### src/rtl/mmcn_pkg.sv
`timescale 1ns / 1ps
// Package for the min-max column normaliser: widths, defaults, sequencer states
// and the status struct of the shared divider. No dependencies.
package mmcn_pkg;

  localparam int MAX_ROWS_DEF = 64;   // default store depth
  localparam int SAMPLE_W     = 32;   // Q16.16 sample
  localparam int TAG_W        = 6;    // column identifier
  localparam int ROW_W        = 6;    // row index on the result
  localparam int Q_W          = 17;   // unsigned Q1.16 quotient
  localparam int FRAC_W       = 16;   // fraction bits of the quotient

  // Fixed-point 0.0 in the result format.
  localparam logic [Q_W-1:0] SCALED_ZERO = '0;
  // Fixed-point 1.0 in the result format, the upper bound of every result.
  localparam logic [Q_W-1:0] SCALED_ONE  = Q_W'(1) << FRAC_W;

  typedef enum logic [2:0] {
    S_IDLE,   // take samples
    S_READ,   // address the store
    S_LOAD,   // form sample - min, start the divider
    S_DIV,    // wait for the quotient
    S_OUT     // present one result item
  } mmcn_state_t;

  typedef struct packed {
    logic busy;
    logic done;
  } mmcn_div_stat_t;

endpackage

### src/rtl/mmcn_ram.sv
`timescale 1ns / 1ps
// Generic single-write, single-read RAM with registered read data.
// No dependencies.
module mmcn_ram #(
  parameter int WIDTH = 32,
  parameter int DEPTH = 64
) (
  input  logic                     clk,
  input  logic                     we,
  input  logic [$clog2(DEPTH)-1:0] waddr,
  input  logic [WIDTH-1:0]         wdata,
  input  logic [$clog2(DEPTH)-1:0] raddr,
  output logic [WIDTH-1:0]         rdata
);

  logic [WIDTH-1:0] mem [DEPTH];

  always_ff @(posedge clk) begin
    if (we) begin
      mem[waddr] <= wdata;
    end
    rdata <= mem[raddr];
  end

endmodule

### src/rtl/mmcn_div.sv
`timescale 1ns / 1ps
// Radix-2 restoring divider: floor(num * 2^16 / den) for num <= den, one
// quotient bit per cycle. Depends on mmcn_pkg.
module mmcn_div (
  input  logic                          clk,
  input  logic                          rst_n,
  input  logic                          start,
  input  logic [mmcn_pkg::SAMPLE_W-1:0] num,
  input  logic [mmcn_pkg::SAMPLE_W-1:0] den,
  output logic [mmcn_pkg::Q_W-1:0]      quo,
  output mmcn_pkg::mmcn_div_stat_t      stat
);
  import mmcn_pkg::*;

  localparam int CNT_W = $clog2(Q_W);

  logic                busy_r, busy_nxt;
  logic                done_r, done_nxt;
  logic [CNT_W-1:0]    cnt_r, cnt_nxt;
  logic [SAMPLE_W:0]   rem_r, rem_nxt;
  logic [SAMPLE_W-1:0] den_r, den_nxt;
  logic [Q_W-1:0]      quo_r, quo_nxt;
  logic                ge;
  logic [SAMPLE_W:0]   diff;

  // remainder stays below the divisor, so the doubled value fits one extra bit
  assign ge   = rem_r >= {1'b0, den_r};
  assign diff = ge ? (rem_r - {1'b0, den_r}) : rem_r;

  always_comb begin
    busy_nxt = busy_r;
    done_nxt = 1'b0;
    cnt_nxt  = cnt_r;
    rem_nxt  = rem_r;
    den_nxt  = den_r;
    quo_nxt  = quo_r;
    if (start) begin
      busy_nxt = 1'b1;
      cnt_nxt  = '0;
      rem_nxt  = {1'b0, num};
      den_nxt  = den;
      quo_nxt  = '0;
    end else if (busy_r) begin
      rem_nxt = {diff[SAMPLE_W-1:0], 1'b0};
      quo_nxt = {quo_r[Q_W-2:0], ge};
      cnt_nxt = cnt_r + CNT_W'(1);
      if (cnt_r == CNT_W'(Q_W - 1)) begin
        busy_nxt = 1'b0;
        done_nxt = 1'b1;
      end
    end
  end

  always_ff @(posedge clk) begin
    if (!rst_n) begin
      busy_r <= 1'b0;
      done_r <= 1'b0;
      cnt_r  <= '0;
    end else begin
      busy_r <= busy_nxt;
      done_r <= done_nxt;
      cnt_r  <= cnt_nxt;
    end
  end

  always_ff @(posedge clk) begin
    rem_r <= rem_nxt;
    den_r <= den_nxt;
    quo_r <= quo_nxt;
  end

  assign quo       = quo_r;
  assign stat.busy = busy_r;
  assign stat.done = done_r;

endmodule

### src/rtl/min_max_column_normalizer_top.sv
`timescale 1ns / 1ps
// Min-max column normaliser, top level. Depends on mmcn_pkg, mmcn_ram and
// mmcn_div.
//
// Usage:
//   Input channel (in_valid / in_stall): one signed Q16.16 sample per item,
//   with its column id and a last mark. A sample item is taken in a single
//   cycle while the block is idle; samples are stored and the running min and
//   max kept. Once MAX_ROWS samples are held, further samples are dropped and
//   the overflow flag set for the run.
//   On the item marked last the block replays every stored sample in load
//   order and holds in_stall high until the whole replay has been delivered.
//   Result channel (out_valid / out_stall): one item per stored sample,
//   (sample - min) / (max - min) as unsigned Q1.16, truncated, with min, max,
//   column tag, overflow flag and a mark on the final row. A zero range gives
//   0 on every row.
//   Each result item is worked out in turn: the sequencer reads the store,
//   forms sample - min and starts the shared radix-2 divider, waits for its
//   quotient bits and its done flag, then presents the item; the next row is
//   read only once the item has been taken.
//   A stalled result item holds its value and freezes the replay until taken.
//   After the final row the run state clears and samples are taken again.
//   Reset (synchronous, active low) empties the run; the store needs no
//   clearing pass, as only rows written in the current run are read.
module min_max_column_normalizer_top #(
  parameter int MAX_ROWS = mmcn_pkg::MAX_ROWS_DEF
) (
  input  logic                                 clk,
  input  logic                                 rst_n,
  // input channel
  input  logic                                 in_valid,
  output logic                                 in_stall,
  input  logic signed [mmcn_pkg::SAMPLE_W-1:0] in_sample,
  input  logic [mmcn_pkg::TAG_W-1:0]           in_column_id,
  input  logic                                 in_is_last,
  // result channel
  output logic                                 out_valid,
  input  logic                                 out_stall,
  output logic [mmcn_pkg::Q_W-1:0]             out_scaled,
  output logic [mmcn_pkg::ROW_W-1:0]           out_row_index,
  output logic signed [mmcn_pkg::SAMPLE_W-1:0] out_col_min,
  output logic signed [mmcn_pkg::SAMPLE_W-1:0] out_col_max,
  output logic [mmcn_pkg::TAG_W-1:0]           out_column_tag,
  output logic                                 out_overflow,
  output logic                                 out_final_row
);
  import mmcn_pkg::*;

  localparam int AW = $clog2(MAX_ROWS);       // store address
  localparam int CW = $clog2(MAX_ROWS + 1);   // fill count, holds MAX_ROWS itself

  mmcn_state_t state_r, state_nxt;

  logic [CW-1:0]              count_r;
  logic [AW-1:0]              idx_r;
  logic signed [SAMPLE_W-1:0] min_r;
  logic signed [SAMPLE_W-1:0] max_r;
  logic                       ovf_r;
  logic [TAG_W-1:0]           tag_r;
  logic [Q_W-1:0]             scaled_r;
  logic                       final_r;

  logic                       in_acc;
  logic                       out_acc;
  logic                       full;
  logic                       store_we;
  logic                       last_row;
  logic                       div_start;
  logic                       zero_range;
  logic [SAMPLE_W-1:0]        rd_data;
  logic [SAMPLE_W-1:0]        range_w;
  logic [SAMPLE_W-1:0]        offset_w;
  logic [Q_W-1:0]             quo;
  mmcn_div_stat_t             div_stat;

  assign in_acc   = in_valid && !in_stall;
  assign out_acc  = out_valid && !out_stall;
  assign full     = count_r == CW'(MAX_ROWS);
  assign store_we = in_acc && !full;
  assign last_row = idx_r == AW'(count_r - CW'(1));

  // both differences are non-negative and below 2^32, so the low bits suffice
  assign range_w    = SAMPLE_W'(max_r - min_r);
  assign offset_w   = SAMPLE_W'($signed(rd_data) - min_r);
  assign zero_range = max_r == min_r;

  mmcn_ram #(
    .WIDTH (SAMPLE_W),
    .DEPTH (MAX_ROWS)
  ) u_store (
    .clk   (clk),
    .we    (store_we),
    .waddr (count_r[AW-1:0]),
    .wdata (in_sample),
    .raddr (idx_r),
    .rdata (rd_data)
  );

  mmcn_div u_div (
    .clk   (clk),
    .rst_n (rst_n),
    .start (div_start),
    .num   (offset_w),
    .den   (range_w),
    .quo   (quo),
    .stat  (div_stat)
  );

  // Next state of the replay sequencer.
  always_comb begin
    state_nxt = state_r;
    case (state_r)
      S_IDLE: if (in_acc && in_is_last) state_nxt = S_READ;
      S_READ: state_nxt = S_LOAD;
      S_LOAD: state_nxt = S_DIV;
      S_DIV:  if (div_stat.done) state_nxt = S_OUT;
      S_OUT: begin
        if (out_acc) begin
          state_nxt = last_row ? S_IDLE : S_READ;
        end
      end
      default: state_nxt = S_IDLE;
    endcase
  end

  // Sequencer outputs.
  always_comb begin
    in_stall  = 1'b1;
    out_valid = 1'b0;
    div_start = 1'b0;
    case (state_r)
      S_IDLE:  in_stall  = 1'b0;
      S_LOAD:  div_start = 1'b1;
      S_OUT:   out_valid = 1'b1;
      default: ;
    endcase
  end

  // Run state: fill count, running extremes, overflow and replay index.
  always_ff @(posedge clk) begin
    if (!rst_n) begin
      state_r <= S_IDLE;
      count_r <= '0;
      idx_r   <= '0;
      min_r   <= '0;
      max_r   <= '0;
      ovf_r   <= 1'b0;
    end else begin
      state_r <= state_nxt;
      if (in_acc) begin
        if (full) begin
          // drop the sample, flag the run
          ovf_r <= 1'b1;
        end else begin
          count_r <= count_r + CW'(1);
          if (count_r == '0) begin
            min_r <= in_sample;
            max_r <= in_sample;
          end else begin
            if (in_sample < min_r) min_r <= in_sample;
            if (in_sample > max_r) max_r <= in_sample;
          end
        end
        if (in_is_last) idx_r <= '0;
      end
      if (out_acc) begin
        if (last_row) begin
          // end of run: clear for the next column
          count_r <= '0;
          idx_r   <= '0;
          min_r   <= '0;
          max_r   <= '0;
          ovf_r   <= 1'b0;
        end else begin
          idx_r <= idx_r + AW'(1);
        end
      end
    end
  end

  // Result payload and captured tag.
  always_ff @(posedge clk) begin
    if (in_acc && in_is_last) begin
      tag_r <= in_column_id;
    end
    if (state_r == S_DIV && div_stat.done) begin
      scaled_r <= zero_range ? SCALED_ZERO : quo;
      final_r  <= last_row;
    end
  end

  assign out_scaled     = scaled_r;
  assign out_row_index  = ROW_W'(idx_r);
  assign out_col_min    = min_r;
  assign out_col_max    = max_r;
  assign out_column_tag = tag_r;
  assign out_overflow   = ovf_r;
  assign out_final_row  = final_r;

endmodule

### config.mk
export PLATFORM = sky130hd
export DESIGN_NAME = min_max_column_normalizer_top
export DESIGN_NICKNAME = d
export VERILOG_FILES = /design/src/rtl/mmcn_pkg.sv /design/src/rtl/mmcn_ram.sv /design/src/rtl/mmcn_div.sv /design/src/rtl/min_max_column_normalizer_top.sv
export SDC_FILE = /design/constraint.sdc
export NUM_CORES = 2
export LEC_CHECK = 0
export BUFFER_PORTS_ARGS = -buffer_cell sky130_fd_sc_hd__buf_4
export CELL_PAD_IN_SITES_DETAIL_PLACEMENT = 1
export CELL_PAD_IN_SITES_GLOBAL_PLACEMENT = 2
export CORE_MARGIN = 4
export CORE_UTILIZATION = 30
export CTS_CLUSTER_SIZE = 25
export DETAILED_ROUTE_END_ITERATION = 12
export GPL_TIMING_DRIVEN = 0
export PLACE_DENSITY = 0.59
export SETUP_SLACK_MARGIN = 0.1
export SKIP_LAST_GASP = 1
export SLEW_MARGIN = 30
export SYNTH_ARGS = -nofsm -noshare
export SYNTH_HDL_FRONTEND = slang
export SYNTH_HIERARCHICAL = 1
export SYNTH_SLANG_ARGS = --single-unit
### constraint.sdc
create_clock -name clk -period 6.13 [get_ports clk]
set_clock_uncertainty 0.2 [all_clocks]
set_input_delay 1.226 -clock clk [delete_from_list [all_inputs] [get_ports clk]]
set_output_delay 1.226 -clock clk [all_outputs]
set_load 0.01 [all_outputs]
==> results.json <==
{
  "launching_instance_or_port_of_the_critical_path": "out_row_index[2]",
  "initial_antenna_violation_count": 22,
  "cts-hold-fix-buffers": 0,
  "irDropWorstVdd_mv": 0.278,
  "track_usage_pct": 20.2,
  "holdCritPathClass": "reg2reg",
  "finalCriticalPeriod_ps": 5020,
  "placement.cell_area_um2": 104000,
  "stdcell_area_um2": 112000,
  "final_critical_path_setup_slack_ps": 1110,
  "die_area_um2": 318000,
  "crit_path_frequent_cell": "sky130_fd_sc_hd__buf_2",
  "setup_viol": 0,
  "boundaryPins": 140,
  "grt_overflow_total": 0,
  "cp-end-kind": "register",
  "post_synth_inst_count": 4880,
  "routed-wl-met3_um": 25400,
  "worstReg2RegStart": "out_row_index[2]",
  "layout_worst_path_cycle_share_pct": 81.9,
  "syn_area_per_cell_um2": 19.0,
  "drive_gt1_share_pct": 26.3,
  "tritoncts": "yes",
  "number_of_global_route_vias_before_repair": 53100,
  "timing.critical_path.fanout_max": 10,
  "cts_made_buffers": 246,
  "cts_sinks": 2274,
  "max_stage_delay_ps": 900,
  "timing_worst_setup_path_type": "reg2reg",
  "residual_drc_count": 0,
  "worst_path_cell_chain": "clkbuf_1 > buf_2 > buf_2 > buf_2 > buf_2 > mux2i_1 > a21oi_1 > a21oi_1 > nor2_1",
  "startpoint_type": "register",
  "hpwlAfterDp_um": 231000,
  "fin_nets": 5668,
  "place.gp.congestion": 0.820,
  "highest_layer": "met5",
  "cts.htree.levels": 4,
  "slew-limit-headroom_pct": 22.7,
  "ant_nets": 0,
  "area_delta_synth_final_pct": 20.8,
  "maxCapViolCount": 0,
  "met2_length_um": 153000,
  "finalHoldViolations": 0,
  "syn_nets": 5089,
  "met1_wire_length_um": 138000,
  "post_cts_buffers": 0,
  "chipWidth_um": 564,
  "dieHeight_um": 564,
  "clk_buf_depth": 4,
  "initial_core_util_pct": 30.2,
  "drt_first_pass_iters": 6,
  "status": "complete, no violations",
  "post_cts.resized_instances": 0,
  "route.final.wire_length_um": 328000,
  "largest_net_degree_at_the_start_of_global_routing": 69,
  "leakage_power_nw": 35.5,
  "detail_route.wl_per_cell_um": 33.5,
  "core-area_um2": 307000,
  "synth-warning-count": 6,
  "via_per_inst": 5.32,
  "crit_path_max_delay_cell_type": "sky130_fd_sc_hd__a21oi_1",
  "final_number_of_max_transition_violations": 0,
  "placement_rows": 203,
  "timing_worst_slew_pin_value_ps": 1160,
  "clk_pin_slew_worst_paths_ps": 60,
  "setup_tns_ps": 0,
  "worst_hold_startpoint": "u_div/quo[16]",
  "cts_root_buf": "sky130_fd_sc_hd__clkbuf_16",
  "crit_required_ps": 6610,
  "vias": 52000,
  "pre_cts_ws_ps": 709,
  "power.density_cell_area_nw_per_um2": 317,
  "clock_insertion_delay_worst_skew_ps": 940,
  "timing.critical_path.arrival_ps": 5500,
  "drt_iter0_markers": 5790,
  "achievable-frequency_ghz": 0.199,
  "number_of_port_buffers": 139,
  "grt_first_pass_wirelength_um": 446000,
  "synth_area_um2": 92800,
  "setup_repair_after_global_routing_missed_its_margin": "false"
}
[flip-flops by register name, indices dropped and copies added (netlist names)]
| signal | count |
|---|---|
| out_col_min | 32 |
| u_store/rdata | 32 |
| u_div/busy_r | 1 |
| u_div/den_r | 32 |
| out_col_max | 32 |
| state_r | 3 |
| u_div/done_r | 1 |
| out_scaled | 17 |
| out_overflow | 1 |
| count_r | 7 |
| out_row_index | 6 |
| out_column_tag | 6 |
| u_div/cnt_r | 5 |
| u_div/quo | 17 |
| out_final_row | 1 |
| u_div/rem_r | 33 |
| u_store/mem | 2048 |
[worst paths after layout]
kind                                           to  slack [ps]  depth (start not counted)
worst max-delay path            u_store/rdata[19]        1110                          9
worst min-delay path                u_div/quo[16]         290                          2
worst max register to register  u_store/rdata[19]        1110                          9
worst min register to register      u_div/quo[16]         290                          2
[cell usage in the layout, fill, tap and decap left out, drive strengths merged, types with 31 or more instances in the layout]
cell type	instances
a21o	46
a21oi	172
buf	466
clkbuf	401
clkinv	90
dfxtp	138
edfxtp	2136
ha	163
inv	151
mux2	43
mux2i	180
mux4	544
nand2	84
nand3	33
nor2	311
nor2b	43
nor3	40
o21ai	66
o22ai	89
xnor2	67
xor2	31
[critical path, delay by kind of cell (launching register included)]
kind / cells / cell delay [ps]
buffers and inverters: 5 / 2480
AND/OR/NAND/NOR: 1 / 350
flip-flops: 1 / 490
multiplexers: 1 / 370
AO/OA/AOI/OAI: 2 / 980
[power breakdown]
group / switching, mW / total [mW] / leakage, nW / internal [mW]
logic: 2.07 / 3.31 / 11.3 / 1.24
registers: 0.161 / 17.5 / 20.4 / 17.3
clock network: 6.21 / 14.8 / 3.84 / 8.59
total: 8.44 / 35.6 / 35.5 / 27.1
[final cells by class]
class | instances | area [um^2]
buffer | 227 | 1160
multi-input combinational | 2238 | 24800
tap | 4100 | 5130
clock buffer | 309 | 6460
fill | 30300 | 195000
sequential | 2274 | 66900
inverter | 141 | 529
antenna | 22 | 55.1
clock inverter | 133 | 1410
timing repair buffer | 331 | 5630
[per-layer routing]
layer	vias up	global-route usage, %
li1	21100	-
met2	2067	32.4
met3	412	3.85
met1	28400	28.0
met4	4	6.22
met5	-	0
[stage by stage]
stage / hold slack, ps / std cells / utilization (%) / power (mW)
after global routing: 343 / 9757 / 36.5 / 36.9
after floorplan: 252 / 4880 / - / 19.7
after CTS: 304 / 9748 / 36.5 / 35.9
final: 295 / 9775 / 36.5 / 35.6
after global placement: 275 / 9119 / 32.2 / 21.0
after detailed placement: 287 / 9306 / 33.9 / 21.1
No activity file was read; power rests on OpenSTA's default activity.
